### config.mk
export PLATFORM = sky130hd
export DESIGN_NAME = foveated_shading_rate_map
export DESIGN_NICKNAME = d
export VERILOG_FILES = /design/src/design/fsrm_pkg.sv /design/src/design/fsrm_grader.sv /design/src/design/foveated_shading_rate_map.sv
export SDC_FILE = /design/constraint.sdc
export NUM_CORES = 2
export LEC_CHECK = 0
export BUFFER_PORTS_ARGS = -buffer_cell sky130_fd_sc_hd__buf_2
export CAP_MARGIN = 20
export CORE_UTILIZATION = 30
export CTS_CLUSTER_SIZE = 16
export DETAILED_ROUTE_END_ITERATION = 7
export GPL_ROUTABILITY_DRIVEN = 0
export GPL_TIMING_DRIVEN = 0
export PLACE_DENSITY = 0.49
export SLEW_MARGIN = 0
export SYNTH_ARGS = -nofsm -noshare
export SYNTH_HDL_FRONTEND = slang
export SYNTH_HIERARCHICAL = 1
export SYNTH_SLANG_ARGS = --single-unit
### constraint.sdc
create_clock -name clock -period 12.4 [get_ports clock]
set_input_delay 1.86 -clock clock [delete_from_list [all_inputs] [get_ports clock]]
set_output_delay 1.86 -clock clock [all_outputs]
set_load 0.01 [all_outputs]
### src/design/fsrm_pkg.sv
// ----------------------------------------------------------------------------
// fsrm_pkg: shared types and constants for the foveated shading rate map
// Register indexes, rate codes, datapath widths and the grader handshake.
// ----------------------------------------------------------------------------
package fsrm_pkg;

   // viewport and tile geometry
   localparam int MAX_TILES = 256;
   localparam int TILE_EDGE = 16;
   localparam int TILE_AREA = TILE_EDGE * TILE_EDGE;

   // field widths
   localparam int DIM_W   = 9;
   localparam int COORD_W = 8;
   localparam int Q16_W   = 16;
   localparam int FRAG_W  = 9;
   localparam int SUM_W   = 25;
   localparam int CSR_IDX_W = 3;

   // shared multiplier width: covers |DX|*H and R*W*H with 9-bit dims
   localparam int MUL_W  = 34;
   localparam int PROD_W = 2 * MUL_W;
   localparam int OFS_W  = Q16_W + DIM_W;   // tile offset and gaze*dim

   // register indexes
   localparam logic [CSR_IDX_W-1:0] CSR_MODE        = 3'd0;
   localparam logic [CSR_IDX_W-1:0] CSR_TILE_COLS   = 3'd1;
   localparam logic [CSR_IDX_W-1:0] CSR_TILE_ROWS   = 3'd2;
   localparam logic [CSR_IDX_W-1:0] CSR_GAZE_X      = 3'd3;
   localparam logic [CSR_IDX_W-1:0] CSR_GAZE_Y      = 3'd4;
   localparam logic [CSR_IDX_W-1:0] CSR_FOVEAL_R    = 3'd5;
   localparam logic [CSR_IDX_W-1:0] CSR_MID_R       = 3'd6;
   localparam logic [CSR_IDX_W-1:0] CSR_CTR_HALF    = 3'd7;

   // modes
   localparam logic [1:0] MODE_UNIFORM = 2'd0;
   localparam logic [1:0] MODE_FIXED   = 2'd1;

   // rate codes
   localparam logic [1:0] RATE_FULL      = 2'd0;
   localparam logic [1:0] RATE_QUARTER   = 2'd1;
   localparam logic [1:0] RATE_SIXTEENTH = 2'd2;

   typedef struct packed {
      logic [1:0]       mode;
      logic [DIM_W-1:0] cols;    // clamped to MAX_TILES
      logic [DIM_W-1:0] rows;    // clamped to MAX_TILES
      logic [Q16_W-1:0] gaze_x;
      logic [Q16_W-1:0] gaze_y;
      logic [Q16_W-1:0] foveal_r;
      logic [Q16_W-1:0] mid_r;
      logic [Q16_W-1:0] ctr_half;
   } cfg_type;

   typedef struct packed {
      logic start;
      logic ack;
   } grd_ctrl_type;

   typedef struct packed {
      logic       idle;
      logic       done;
      logic [1:0] rate;
   } grd_stat_type;

   function automatic logic [FRAG_W-1:0] frag_count(input logic [1:0] rate);
      logic [FRAG_W-1:0] f;
      case (rate)
         RATE_FULL:      f = FRAG_W'(TILE_AREA);
         RATE_QUARTER:   f = FRAG_W'(TILE_AREA >> 2);
         RATE_SIXTEENTH: f = FRAG_W'(TILE_AREA >> 4);
         default:        f = FRAG_W'(TILE_AREA >> 6);
      endcase
      return f;
   endfunction

endpackage

### src/design/fsrm_grader.sv
// ----------------------------------------------------------------------------
// fsrm_grader: rate decision for one tile
// Small sequencer around one registered 34x34 multiplier.
// ----------------------------------------------------------------------------
module fsrm_grader (
   input  logic                         clock,
   input  logic                         reset,
   input  fsrm_pkg::cfg_type            cfg,
   input  fsrm_pkg::grd_ctrl_type       ctrl,
   input  logic [fsrm_pkg::COORD_W-1:0] tile_col,
   input  logic [fsrm_pkg::COORD_W-1:0] tile_row,
   output fsrm_pkg::grd_stat_type       stat
);

   localparam int MUL_W  = fsrm_pkg::MUL_W;
   localparam int PROD_W = fsrm_pkg::PROD_W;
   localparam int OFS_W  = fsrm_pkg::OFS_W;
   localparam int DIM_W  = fsrm_pkg::DIM_W;
   localparam int Q16_W  = fsrm_pkg::Q16_W;
   localparam int COORD_W = fsrm_pkg::COORD_W;

   localparam logic [4:0] S_IDLE = 5'd0;
   localparam logic [4:0] S_GX   = 5'd1;
   localparam logic [4:0] S_GY   = 5'd2;
   localparam logic [4:0] S_DXH  = 5'd3;
   localparam logic [4:0] S_DYW  = 5'd4;
   localparam logic [4:0] S_SQA  = 5'd5;
   localparam logic [4:0] S_SQB  = 5'd6;
   localparam logic [4:0] S_RFW  = 5'd7;
   localparam logic [4:0] S_RFH  = 5'd8;
   localparam logic [4:0] S_RFSQ = 5'd9;
   localparam logic [4:0] S_CMPF = 5'd10;
   localparam logic [4:0] S_RMH  = 5'd11;
   localparam logic [4:0] S_RMSQ = 5'd12;
   localparam logic [4:0] S_CMPM = 5'd13;
   localparam logic [4:0] S_FW   = 5'd14;
   localparam logic [4:0] S_FH   = 5'd15;
   localparam logic [4:0] S_FCMP = 5'd16;
   localparam logic [4:0] S_DONE = 5'd17;

   // |tile centre - gaze*dim|, tile centre = coord*65536 + 32768
   function automatic logic [OFS_W-1:0] abs_ofs(input logic [COORD_W-1:0] coord,
                                                input logic [OFS_W-1:0]   g);
      logic [OFS_W-1:0] c;
      c = {1'b0, coord, 1'b1, {(Q16_W-1){1'b0}}};
      return (c >= g) ? (c - g) : (g - c);
   endfunction

   // signed band test: dim/2 - half <= coord < dim/2 + half
   function automatic logic in_band(input logic [COORD_W-1:0] coord,
                                    input logic [DIM_W-1:0]   dim,
                                    input logic [DIM_W-1:0]   half);
      logic signed [DIM_W+1:0] s;
      logic signed [DIM_W+1:0] lo;
      logic signed [DIM_W+1:0] hi;
      s  = $signed({3'b000, coord});
      lo = $signed({3'b000, dim[DIM_W-1:1]}) - $signed({2'b00, half});
      hi = $signed({3'b000, dim[DIM_W-1:1]}) + $signed({2'b00, half});
      return (s >= lo) && (s < hi);
   endfunction

   logic [4:0]         state_ff, state_in;
   logic [COORD_W-1:0] x_ff, x_in;
   logic [COORD_W-1:0] y_ff, y_in;
   logic [OFS_W-1:0]   dx_ff, dx_in;
   logic [OFS_W-1:0]   dy_ff, dy_in;
   logic [MUL_W-1:0]   a_ff, a_in;
   logic [PROD_W:0]    lhs_ff, lhs_in;
   logic [1:0]         rate_ff, rate_in;
   logic               inx_ff, inx_in;
   logic [PROD_W-1:0]  prod_ff;
   logic [MUL_W-1:0]   mul_a, mul_b;
   logic               rhs_hit;

   assign rhs_hit = lhs_ff < {1'b0, prod_ff};

   always_comb begin
      state_in = state_ff;
      x_in     = x_ff;
      y_in     = y_ff;
      dx_in    = dx_ff;
      dy_in    = dy_ff;
      a_in     = a_ff;
      lhs_in   = lhs_ff;
      rate_in  = rate_ff;
      inx_in   = inx_ff;
      mul_a    = '0;
      mul_b    = '0;
      case (state_ff)
         S_IDLE: begin
            if (ctrl.start) begin
               x_in = tile_col;
               y_in = tile_row;
               if (cfg.mode == fsrm_pkg::MODE_UNIFORM) begin
                  rate_in  = fsrm_pkg::RATE_FULL;
                  state_in = S_DONE;
               end else if (cfg.mode == fsrm_pkg::MODE_FIXED) begin
                  state_in = S_FW;
               end else begin
                  state_in = S_GX;
               end
            end
         end
         S_GX: begin
            mul_a    = MUL_W'(cfg.gaze_x);
            mul_b    = MUL_W'(cfg.cols);
            state_in = S_GY;
         end
         S_GY: begin
            mul_a    = MUL_W'(cfg.gaze_y);
            mul_b    = MUL_W'(cfg.rows);
            dx_in    = abs_ofs(x_ff, prod_ff[OFS_W-1:0]);
            state_in = S_DXH;
         end
         S_DXH: begin
            mul_a    = MUL_W'(dx_ff);
            mul_b    = MUL_W'(cfg.rows);
            dy_in    = abs_ofs(y_ff, prod_ff[OFS_W-1:0]);
            state_in = S_DYW;
         end
         S_DYW: begin
            mul_a    = MUL_W'(dy_ff);
            mul_b    = MUL_W'(cfg.cols);
            a_in     = prod_ff[MUL_W-1:0];      // DX*H
            state_in = S_SQA;
         end
         S_SQA: begin
            mul_a    = a_ff;
            mul_b    = a_ff;
            a_in     = prod_ff[MUL_W-1:0];      // DY*W
            state_in = S_SQB;
         end
         S_SQB: begin
            mul_a    = a_ff;
            mul_b    = a_ff;
            lhs_in   = {1'b0, prod_ff};
            state_in = S_RFW;
         end
         S_RFW: begin
            mul_a    = MUL_W'(cfg.foveal_r);
            mul_b    = MUL_W'(cfg.cols);
            lhs_in   = lhs_ff + {1'b0, prod_ff};
            state_in = S_RFH;
         end
         S_RFH, S_RMH: begin
            mul_a    = MUL_W'(prod_ff[OFS_W-1:0]);
            mul_b    = MUL_W'(cfg.rows);
            state_in = (state_ff == S_RFH) ? S_RFSQ : S_RMSQ;
         end
         S_RFSQ, S_RMSQ: begin
            mul_a    = prod_ff[MUL_W-1:0];
            mul_b    = prod_ff[MUL_W-1:0];
            state_in = (state_ff == S_RFSQ) ? S_CMPF : S_CMPM;
         end
         S_CMPF: begin
            mul_a = MUL_W'(cfg.mid_r);
            mul_b = MUL_W'(cfg.cols);
            if (rhs_hit) begin
               rate_in  = fsrm_pkg::RATE_FULL;
               state_in = S_DONE;
            end else begin
               state_in = S_RMH;
            end
         end
         S_CMPM: begin
            rate_in  = rhs_hit ? fsrm_pkg::RATE_QUARTER : fsrm_pkg::RATE_SIXTEENTH;
            state_in = S_DONE;
         end
         S_FW: begin
            mul_a    = MUL_W'(cfg.cols);
            mul_b    = MUL_W'(cfg.ctr_half);
            state_in = S_FH;
         end
         S_FH: begin
            mul_a    = MUL_W'(cfg.rows);
            mul_b    = MUL_W'(cfg.ctr_half);
            inx_in   = in_band(x_ff, cfg.cols, prod_ff[OFS_W-1:Q16_W]);
            state_in = S_FCMP;
         end
         S_FCMP: begin
            rate_in  = (inx_ff && in_band(y_ff, cfg.rows, prod_ff[OFS_W-1:Q16_W]))
                       ? fsrm_pkg::RATE_FULL : fsrm_pkg::RATE_QUARTER;
            state_in = S_DONE;
         end
         S_DONE: begin
            if (ctrl.ack) begin
               state_in = S_IDLE;
            end
         end
         default: begin
            state_in = S_IDLE;
         end
      endcase
   end

   always_ff @(posedge clock) begin
      if (reset) begin
         state_ff <= S_IDLE;
      end else begin
         state_ff <= state_in;
      end
   end

   always_ff @(posedge clock) begin
      x_ff    <= x_in;
      y_ff    <= y_in;
      dx_ff   <= dx_in;
      dy_ff   <= dy_in;
      a_ff    <= a_in;
      lhs_ff  <= lhs_in;
      rate_ff <= rate_in;
      inx_ff  <= inx_in;
      prod_ff <= mul_a * mul_b;
   end

   assign stat.idle = (state_ff == S_IDLE);
   assign stat.done = (state_ff == S_DONE);
   assign stat.rate = rate_ff;

endmodule

### src/design/foveated_shading_rate_map.sv
// ----------------------------------------------------------------------------
// foveated_shading_rate_map: per-tile variable shading rate and frame cost
// Grades each screen tile as full, 2x2 or 4x4 rate and keeps a frame total.
// ----------------------------------------------------------------------------
// Usage:
//   req_* carries one tile word (column, row, frame_start) under valid/ready.
//   rsp_* returns one word per tile: rate code, fragment cost of the tile
//   and the running frame total, saturating at 2^25-1. frame_start clears
//   the total before the tile is added.
//   csr_* writes one of eight registers per cycle; write only while idle.
// Timing:
//   One tile at a time through a shared 34x34 multiplier under a sequencer.
//   Uniform mode grades without the multiplier, fixed centre mode uses it
//   for the band test, and the gaze test needs up to 12 multiplier passes.
//   req_ready rises again the cycle after the result moves to the output
//   register, so a new tile is accepted only after the last leaves the grader.
// Reset: registers return to their defaults, frame total clears, no word
//   is pending. Stall: a word not taken holds in the output register; the
//   next tile may already be accepted and graded, then waits for the slot.
// ----------------------------------------------------------------------------
module foveated_shading_rate_map (
   input  logic                           clock,
   input  logic                           reset,
   // tile request
   input  logic                           req_valid,
   output logic                           req_ready,
   input  logic [fsrm_pkg::COORD_W-1:0]   req_tile_col,
   input  logic [fsrm_pkg::COORD_W-1:0]   req_tile_row,
   input  logic                           req_frame_start,
   // rate response
   output logic                           rsp_valid,
   input  logic                           rsp_ready,
   output logic [1:0]                     rsp_rate_code,
   output logic [fsrm_pkg::FRAG_W-1:0]    rsp_tile_fragments,
   output logic [fsrm_pkg::SUM_W-1:0]     rsp_frame_total,
   // register writes
   input  logic                           csr_write_enable,
   input  logic [fsrm_pkg::CSR_IDX_W-1:0] csr_index,
   input  logic [fsrm_pkg::Q16_W-1:0]     csr_write_data
);

   localparam int DIM_W  = fsrm_pkg::DIM_W;
   localparam int Q16_W  = fsrm_pkg::Q16_W;
   localparam int SUM_W  = fsrm_pkg::SUM_W;
   localparam int FRAG_W = fsrm_pkg::FRAG_W;
   localparam logic [DIM_W-1:0] DIM_MAX = DIM_W'(fsrm_pkg::MAX_TILES);

   // ---------------------------------------------------------------------
   // configuration registers
   // ---------------------------------------------------------------------
   logic [1:0]       mode_ff;
   logic [DIM_W-1:0] cols_ff;
   logic [DIM_W-1:0] rows_ff;
   logic [Q16_W-1:0] gaze_x_ff;
   logic [Q16_W-1:0] gaze_y_ff;
   logic [Q16_W-1:0] foveal_r_ff;
   logic [Q16_W-1:0] mid_r_ff;
   logic [Q16_W-1:0] ctr_half_ff;

   always_ff @(posedge clock) begin
      if (reset) begin
         mode_ff     <= fsrm_pkg::MODE_UNIFORM;
         cols_ff     <= 9'd120;
         rows_ff     <= 9'd68;
         gaze_x_ff   <= 16'd32768;
         gaze_y_ff   <= 16'd32768;
         foveal_r_ff <= 16'd6554;
         mid_r_ff    <= 16'd22938;
         ctr_half_ff <= 16'd9830;
      end else if (csr_write_enable) begin
         case (csr_index)
            fsrm_pkg::CSR_MODE:      mode_ff     <= csr_write_data[1:0];
            fsrm_pkg::CSR_TILE_COLS: cols_ff     <= csr_write_data[DIM_W-1:0];
            fsrm_pkg::CSR_TILE_ROWS: rows_ff     <= csr_write_data[DIM_W-1:0];
            fsrm_pkg::CSR_GAZE_X:    gaze_x_ff   <= csr_write_data;
            fsrm_pkg::CSR_GAZE_Y:    gaze_y_ff   <= csr_write_data;
            fsrm_pkg::CSR_FOVEAL_R:  foveal_r_ff <= csr_write_data;
            fsrm_pkg::CSR_MID_R:     mid_r_ff    <= csr_write_data;
            fsrm_pkg::CSR_CTR_HALF:  ctr_half_ff <= csr_write_data;
            default: ;
         endcase
      end
   end

   // viewport dims saturate at MAX_TILES before use
   fsrm_pkg::cfg_type cfg;
   always_comb begin
      cfg.mode     = mode_ff;
      cfg.cols     = (cols_ff > DIM_MAX) ? DIM_MAX : cols_ff;
      cfg.rows     = (rows_ff > DIM_MAX) ? DIM_MAX : rows_ff;
      cfg.gaze_x   = gaze_x_ff;
      cfg.gaze_y   = gaze_y_ff;
      cfg.foveal_r = foveal_r_ff;
      cfg.mid_r    = mid_r_ff;
      cfg.ctr_half = ctr_half_ff;
   end

   // ---------------------------------------------------------------------
   // grader
   // ---------------------------------------------------------------------
   fsrm_pkg::grd_ctrl_type grd_ctrl;
   fsrm_pkg::grd_stat_type grd_stat;
   logic req_fire;
   logic load;     // finished grade moves into the output slot
   logic rsp_valid_ff;

   assign req_ready      = grd_stat.idle;
   assign req_fire       = req_valid && req_ready;
   assign load           = grd_stat.done && (!rsp_valid_ff || rsp_ready);
   assign grd_ctrl.start = req_fire;
   assign grd_ctrl.ack   = load;

   fsrm_grader u_grader (
      .clock    (clock),
      .reset    (reset),
      .cfg      (cfg),
      .ctrl     (grd_ctrl),
      .tile_col (req_tile_col),
      .tile_row (req_tile_row),
      .stat     (grd_stat)
   );

   // frame_start rides along with the tile being graded
   logic fs_ff;
   always_ff @(posedge clock) begin
      if (req_fire) begin
         fs_ff <= req_frame_start;
      end
   end

   // ---------------------------------------------------------------------
   // frame total and output slot
   // ---------------------------------------------------------------------
   logic [SUM_W-1:0]  sum_ff, sum_in;
   logic [SUM_W-1:0]  sum_base;
   logic [SUM_W:0]    sum_wide;
   logic [FRAG_W-1:0] frags;

   logic [1:0]        rsp_rate_code_ff;
   logic [FRAG_W-1:0] rsp_tile_fragments_ff;
   logic [SUM_W-1:0]  rsp_frame_total_ff;

   assign frags    = fsrm_pkg::frag_count(grd_stat.rate);
   assign sum_base = fs_ff ? '0 : sum_ff;
   assign sum_wide = {1'b0, sum_base} + (SUM_W + 1)'(frags);
   assign sum_in   = sum_wide[SUM_W] ? {SUM_W{1'b1}} : sum_wide[SUM_W-1:0];

   always_ff @(posedge clock) begin
      if (reset) begin
         sum_ff       <= '0;
         rsp_valid_ff <= 1'b0;
      end else begin
         if (load) begin
            sum_ff <= sum_in;
         end
         if (load) begin
            rsp_valid_ff <= 1'b1;
         end else if (rsp_ready) begin
            rsp_valid_ff <= 1'b0;
         end
      end
   end

   always_ff @(posedge clock) begin
      if (load) begin
         rsp_rate_code_ff      <= grd_stat.rate;
         rsp_tile_fragments_ff <= frags;
         rsp_frame_total_ff    <= sum_in;
      end
   end

   assign rsp_valid          = rsp_valid_ff;
   assign rsp_rate_code      = rsp_rate_code_ff;
   assign rsp_tile_fragments = rsp_tile_fragments_ff;
   assign rsp_frame_total    = rsp_frame_total_ff;

   // ---------------------------------------------------------------------
   // assertions
   // ---------------------------------------------------------------------
   // fragment cost always matches the reported rate
   a_frag_match: assert property (@(posedge clock) disable iff (reset)
      rsp_valid_ff |-> rsp_tile_fragments_ff == fsrm_pkg::frag_count(rsp_rate_code_ff))
      else $error("tile fragments do not match rate code");

   // within a frame the running total never goes down
   a_total_mono: assert property (@(posedge clock) disable iff (reset)
      (load && !fs_ff) |=> rsp_frame_total_ff >= $past(sum_ff))
      else $error("frame total decreased without frame start");

   // a finished grade waits while the output slot is blocked
   a_done_holds: assert property (@(posedge clock) disable iff (reset)
      (grd_stat.done && rsp_valid_ff && !rsp_ready)
      |=> grd_stat.done && $stable(grd_stat.rate))
      else $error("grade lost while response stalled");

   // no new tile is taken while a grade is in flight
   a_one_in_flight: assert property (@(posedge clock) disable iff (reset)
      req_fire |=> !grd_stat.idle)
      else $error("grader idle right after accepting a tile");

endmodule
# Word-level counts from Yosys, hierarchy flattened

Index checks and enable logic that the tools add are counted.

Logic and storage cells: 134
Output and inout bits: 38
Flip-flop bits (word level): 408
Input port bits: 41

Reduce and logical (&&, ||, !) cells: 33
Order comparisons: 9
Eq/ne operators: 31
Multiplexer cells: 26
$add $sub $neg: 10
$mul: 1

Operators with widths:

| kind                 | number |
|---|---|
| $pmux W34 S11        | 1 |
| $pmux W34 S5         | 1 |
| $pmux W69 S2         | 1 |
| $mux W25             | 4 |
| $pmux W5 S15         | 1 |
| $add A69 B68 Y69     | 1 |
| $lt A69 B68 Y1       | 1 |
| $mul A34 B34 Y68     | 1 |
| $ge A24 B25 Y1       | 2 |
| $sub A24 B25 Y25     | 2 |
| $sub A25 B24 Y25     | 2 |
| $eq A5 B4 Y1 const B | 8 |
| $pmux W9 S3          | 1 |
| $add A25 B9 Y26      | 1 |
| $ge A9 B11 Y1        | 2 |
| $lt A9 B11 Y1        | 2 |
| $add A8 B9 Y10       | 2 |
| $eq A5 B3 Y1 const B | 4 |
| $mux W5              | 4 |
| $reduce_and A2 Y1    | 10 |
| $sub A8 B9 Y10       | 2 |
| $gt A9 B9 Y1 const B | 2 |
| $mux W9              | 2 |
| $eq A3 B3 Y1 const B | 4 |
| 24 further kinds     | 49 |

# Depth between registers and ports, before layout

Depth after elaboration: 8
Gate-level depth with buffers: 40
Mapped depth without buffers: 36

# Cells and area by module

The synthesis kept the hierarchy.

By module, submodules not included:

| module                    | cells an instance | instances | area each (sq um) | seq. area each (sq um) |
|---|---|---|---|---|
| fsrm_grader               | 6309              | 1         | 55388.1           | 6626.4 |
| foveated_shading_rate_map | 769               | 1         | 6746.5            | 3483.3 |

# Worst setup path before layout

No wires, ideal clock.

Kind: flip-flop to flip-flop
Start point: register u_grader.state_ff[3]
End point: register u_grader.prod_ff[66]
Setup slack: 2.723 ns
Arrival: 9.559 ns
Period minus slack after synthesis: 9.677 ns
Required time: 12.282 ns
Buffers on the path: 5
Stages on the path, launching flop included: 37
Library setup time: 0.118 ns
Path through: dfxtp_1 -> buf_2 -> or3_1 -> nor2_1 -> clkbuf_1 -> a22oi_1 -> nand3_1 -> or3_1 -> clkbuf_1 -> clkbuf_1 -> nand2_1 -> fa_1 -> inv_1 -> fa_1 -> inv_1 -> fa_1 -> inv_1 -> fa_1 -> inv_1 -> fa_1 -> inv_1 -> fa_1 -> fa_1 -> inv_1 -> fa_1 -> inv_1 -> ha_1 -> clkbuf_1 -> and4_1 -> nand4_1 -> o41a_1 -> o31a_1 -> nor4_2 -> o21ai_1 -> o221ai_1 -> a21oi_1 -> xnor2_1

Word-level cells in the longest chain between the ends: 4
Elaborated cells on any way between the ends: 23
Those cells by class: 1 x mul; 14 x eq/ne; 2 x mux; 6 x reduce/logical

Ends and longest elaborated chain:

| what                                                 | line               | source |
|---|---|---|
| start: declaration                                   | fsrm_grader.sv:62  | `logic [4:0] state_ff, state_in;` |
| start signal: assignment                             | fsrm_grader.sv:200 | `state_ff <= state_in;` |
| $eq A5 B4 Y1, or another cell as far along           | fsrm_grader.sv:89  | `case (state_ff)` |
| $reduce_or A2 Y1, or another cell as far along       | fsrm_grader.sv:89  |  |
| $pmux W34 S11 / $pmux W34 S5 (equally long branches) | fsrm_grader.sv:89  |  |
| $mul A34 B34 Y68 *                                   | fsrm_grader.sv:213 | `prod_ff <= mul_a * mul_b;` |
| end signal: assignment                               | fsrm_grader.sv:213 |  |
| end: declaration                                     | fsrm_grader.sv:71  | `logic [PROD_W-1:0] prod_ff;` |

Every way passes the cells marked *; elsewhere a longest branch is shown, timed or not.
A chain may end at the register's enable or synchronous reset.

# Worst setup path in the final report

Start point: register u_grader.state_ff[1]
End point: register u_grader.prod_ff[51]

Same word-level chain as after synthesis.

==> metrics <==
share of cells above drive strength 1=5.86%; clock buffer count from CTS=46; final slew viol count=5; VDD IR max=0.0000991 V; Post-Syn Area per Cell=8.78 um2; core area=0.205 mm2; xor/xnor share of the synthesized area=2.99%; worst-margin pin slew=1.52 ns; leakage power=31.3 nW; GRT overflow=0; CTS sink cnt=403; largest buffer count on any clock path=3; Warnings, synthesis=6; Synth Area in Compound Gates=11.3%; Final Cycle Share=98.1%; Synth top area share=33.1%; most used cell along the critical path=fa_1; Synth Flop Type=edfxtp_1; Synth Cell Area=0.0621 mm2; Worst path top cell family by delay=adder cells; Post-synth ARST share=0%; Final HPWL DP=206,000 um; Final Util=33.4%; largest net degree at the start of global routing=39; largest family of logic cells by synthesized area=adder cells; via count=51.4k; slowest cell on the critical path=a22oi_1; Die W=457 um; EDFF count, synth=204; Port Buffer Count=71; number of I/O pins=79; Synth area leaders=fa_1, ha_1, edfxtp_1; Setup violations, final=0; Critical path buffers and inverters=7; Worst Setup End Kind=register; TritonCTS clock tree=done; Initial Utilization=30.3%; Die Area=0.209 mm2; violated checks=slew limit; first-pass GRT wire length=362,000 um; initial antenna violation count=8; WP data required=12.90 ns; aggregate global-route resource usage=23.6%; Area growth syn-to-layout=10.3%; flops & latches, synth=403; sequential area share after synthesis=16.3%; H-tree Lvls=2; die height=457 um; max_slew headroom=-1.57%; Post-DRT Antenna Nets=0; Fin. Hold Viols=0; post-synthesis adder-cell area fraction=43.6%; critical path launch point type=register; run status=finished with violations; post-route minimum period=12.17 ns; DRC=0; max incr delay on CP=1.04 ns; Hold/Removal Path Class=register to register; crit path max fanout=10; CP Class=register to register; Max Freq=0.0822 GHz; initial DRC count=5,094; Worst-Skew Late Latency=0.64 ns; total power draw=0.00497 W; critical path arrival=12.67 ns; Worst Skew=0.0474 ns; drt via density=5.15; clk slew on worst S/H paths=0.06 ns; vias in the first global route=52.6k; Root Driver=clkbuf_16; post-synthesis mux area share=0.419%; nets@finish=8,846; Yosys cell types=119; Pwr Density=72.5 mW/mm2; Row Count=166; Max-Cap Viols=0; DRT Pass-1 Iters=6; DR WL/cell=24.8 um; top cell type by total area after synthesis=fa_1; Synth Instances=7,078; Hold Buf Count CTS=0; routed wire length=247,000 um; simple-gate share of the synthesized area=14.4%
-- layout make-up --
type	instances	area, um2
Inverter	1397	5250
Buffer	351	1630
Tap cell	2688	3360
Clock inverter	25	253
Fill cell	21400	137000
Antenna cell	7	17.5
Multi-Input combinational cell	4929	45500
Timing Repair Buffer	127	1050
Sequential cell	403	10100
Clock buffer	60	1350
-- cells in the mapped netlist, types with 81 or more instances --
cell	number
fa_1	1028
inv_1	1390
nand2_1	1034
xnor2_1	170
a21o_1	95
o21ai_0	174
clkbuf_1	275
edfxtp_1	204
a21oi_1	336
ha_1	522
dfxtp_1	199
nand3_1	81
nor2_1	631
-- layout by cell type (no fill, tap or decap), types with 31 or more instances in the layout --
cell type | Yosys | final
a22o_1 | 55 | 51
nor3_1 | 51 | 40
nand4_1 | 38 | 38
o21ai_0 | 174 | 174
clkbuf_2 | 3 | 36
nor2_1 | 631 | 626
clkbuf_16 | 0 | 50
xor2_1 | 42 | 42
clkbuf_1 | 275 | 243
a21oi_1 | 336 | 331
inv_1 | 1390 | 1390
nand2b_1 | 39 | 39
a21o_1 | 95 | 95
fa_1 | 1028 | 1028
a221o_1 | 32 | 31
nand3_1 | 81 | 81
buf_2 | 36 | 108
o21bai_1 | 62 | 62
nor2b_1 | 61 | 61
xnor2_1 | 170 | 170
ha_1 | 522 | 522
nand2_1 | 1034 | 1034
a31oi_1 | 35 | 35
dfxtp_1 | 199 | 199
edfxtp_1 | 204 | 204
-- cell families (layout without fill, tap and decap cells) --
logic type	after synthesis	count (layout)
xor+xnor	212	212
fa+ha+maj	1550	1550
simple gates	2089	2089
flops	403	403
other cells	1	12
compound gates	1047	1047
mux	26	26
buf+inv	1750	1960
-- through the flow --
step | worst slack, ns | hold slack, ns | cells | area, um2 | TNS (ns)
floorplan | 2.72 | 0.429 | 7082 | 62100 | 0
global placement | -3.58 | 0.439 | 9841 | 65900 | -128.18
finish | 0.231 | 0.452 | 9987 | 68500 | 0
CTS | 0.0288 | 0.453 | 9981 | 68400 | 0
detailed placement | -1.06 | 0.443 | 9896 | 66800 | -20.75
global route | -0.000254 | 0.473 | 9980 | 68500 | -0.000254
-- sequential cells by signal (all words and copies together), names as in the netlist, 2 cells and up --
register / flops
u_grader/dy_ff: 25
u_grader/a_ff: 34
mode_ff: 2
u_grader/lhs_ff: 69
u_grader/dx_ff: 25
u_grader/prod_ff: 68
rsp_tile_fragments: 4
rows_ff: 9
u_grader/x_ff: 8
gaze_y_ff: 16
u_grader/y_ff: 8
rsp_rate_code: 2
rsp_frame_total: 25
u_grader/state_ff: 5
foveal_r_ff: 16
ctr_half_ff: 16
mid_r_ff: 16
sum_ff: 25
gaze_x_ff: 16
cols_ff: 9
u_grader/rate_ff: 2
-- layer usage --
layer  vias up  wire length [um]  GRT usage (%)
li1      22600                 -              -
met1     26000            104000           31.7
met2      2358            107000           36.0
met3       531             22800           5.25
met4         4             13800           10.9
met5         -                18              0
-- worst register-to-register path, cell delays in order, from the launching register on --
cell             delay [ns]
dfxtp_1                0.31
clkbuf_1               0.35
inv_1                  0.25
nand2_1                0.15
a21oi_1                0.09
clkdlybuf4s15_1        0.63
clkbuf_2               0.52
a22oi_1                1.05
clkbuf_1               0.79
a31oi_1                0.40
fa_1                   0.68
fa_1                   0.45
fa_1                   0.53
fa_1                   0.44
fa_1                   0.51
fa_1                   0.45
fa_1                   0.50
inv_1                  0.07
fa_1                   0.60
inv_1                  0.07
ha_1                   0.55
nand2_1                0.37
nor3_1                 0.37
a41oi_1                0.42
o31a_1                 0.47
o31ai_1                0.47
a311oi_1               0.20
xnor2_1                0.34
-- worst paths after layout --
path	end	slack, ns	cells after the start	start
worst max-delay path	u_grader/prod_ff[51]	0.23	27	u_grader/state_ff[1]
worst min-delay path	sum_ff[4]	0.45	2	sum_ff[4]
worst max register to register	u_grader/prod_ff[51]	0.23	27	u_grader/state_ff[1]
worst min register to register	sum_ff[4]	0.45	2	sum_ff[4]
-- where the power goes --
group | leakage, nW | total, W | switching [W] | internal, W
sequential | 3.38 | 0.00162 | 0.0000949 | 0.00152
clock | 0.787 | 0.00145 | 0.000631 | 0.000820
combinational | 27.2 | 0.00190 | 0.00130 | 0.000603
total | 31.3 | 0.00497 | 0.00202 | 0.00295
-- repair_timing --
item                                   CTS  global route
cloned                                   0             0
setup buffers                            0             0
setup endpoints to repair               33            21
endpoints found under the hold margin    0             0
resized for setup                       23            61
Note: power is estimated with default switching activity, not from simulation.
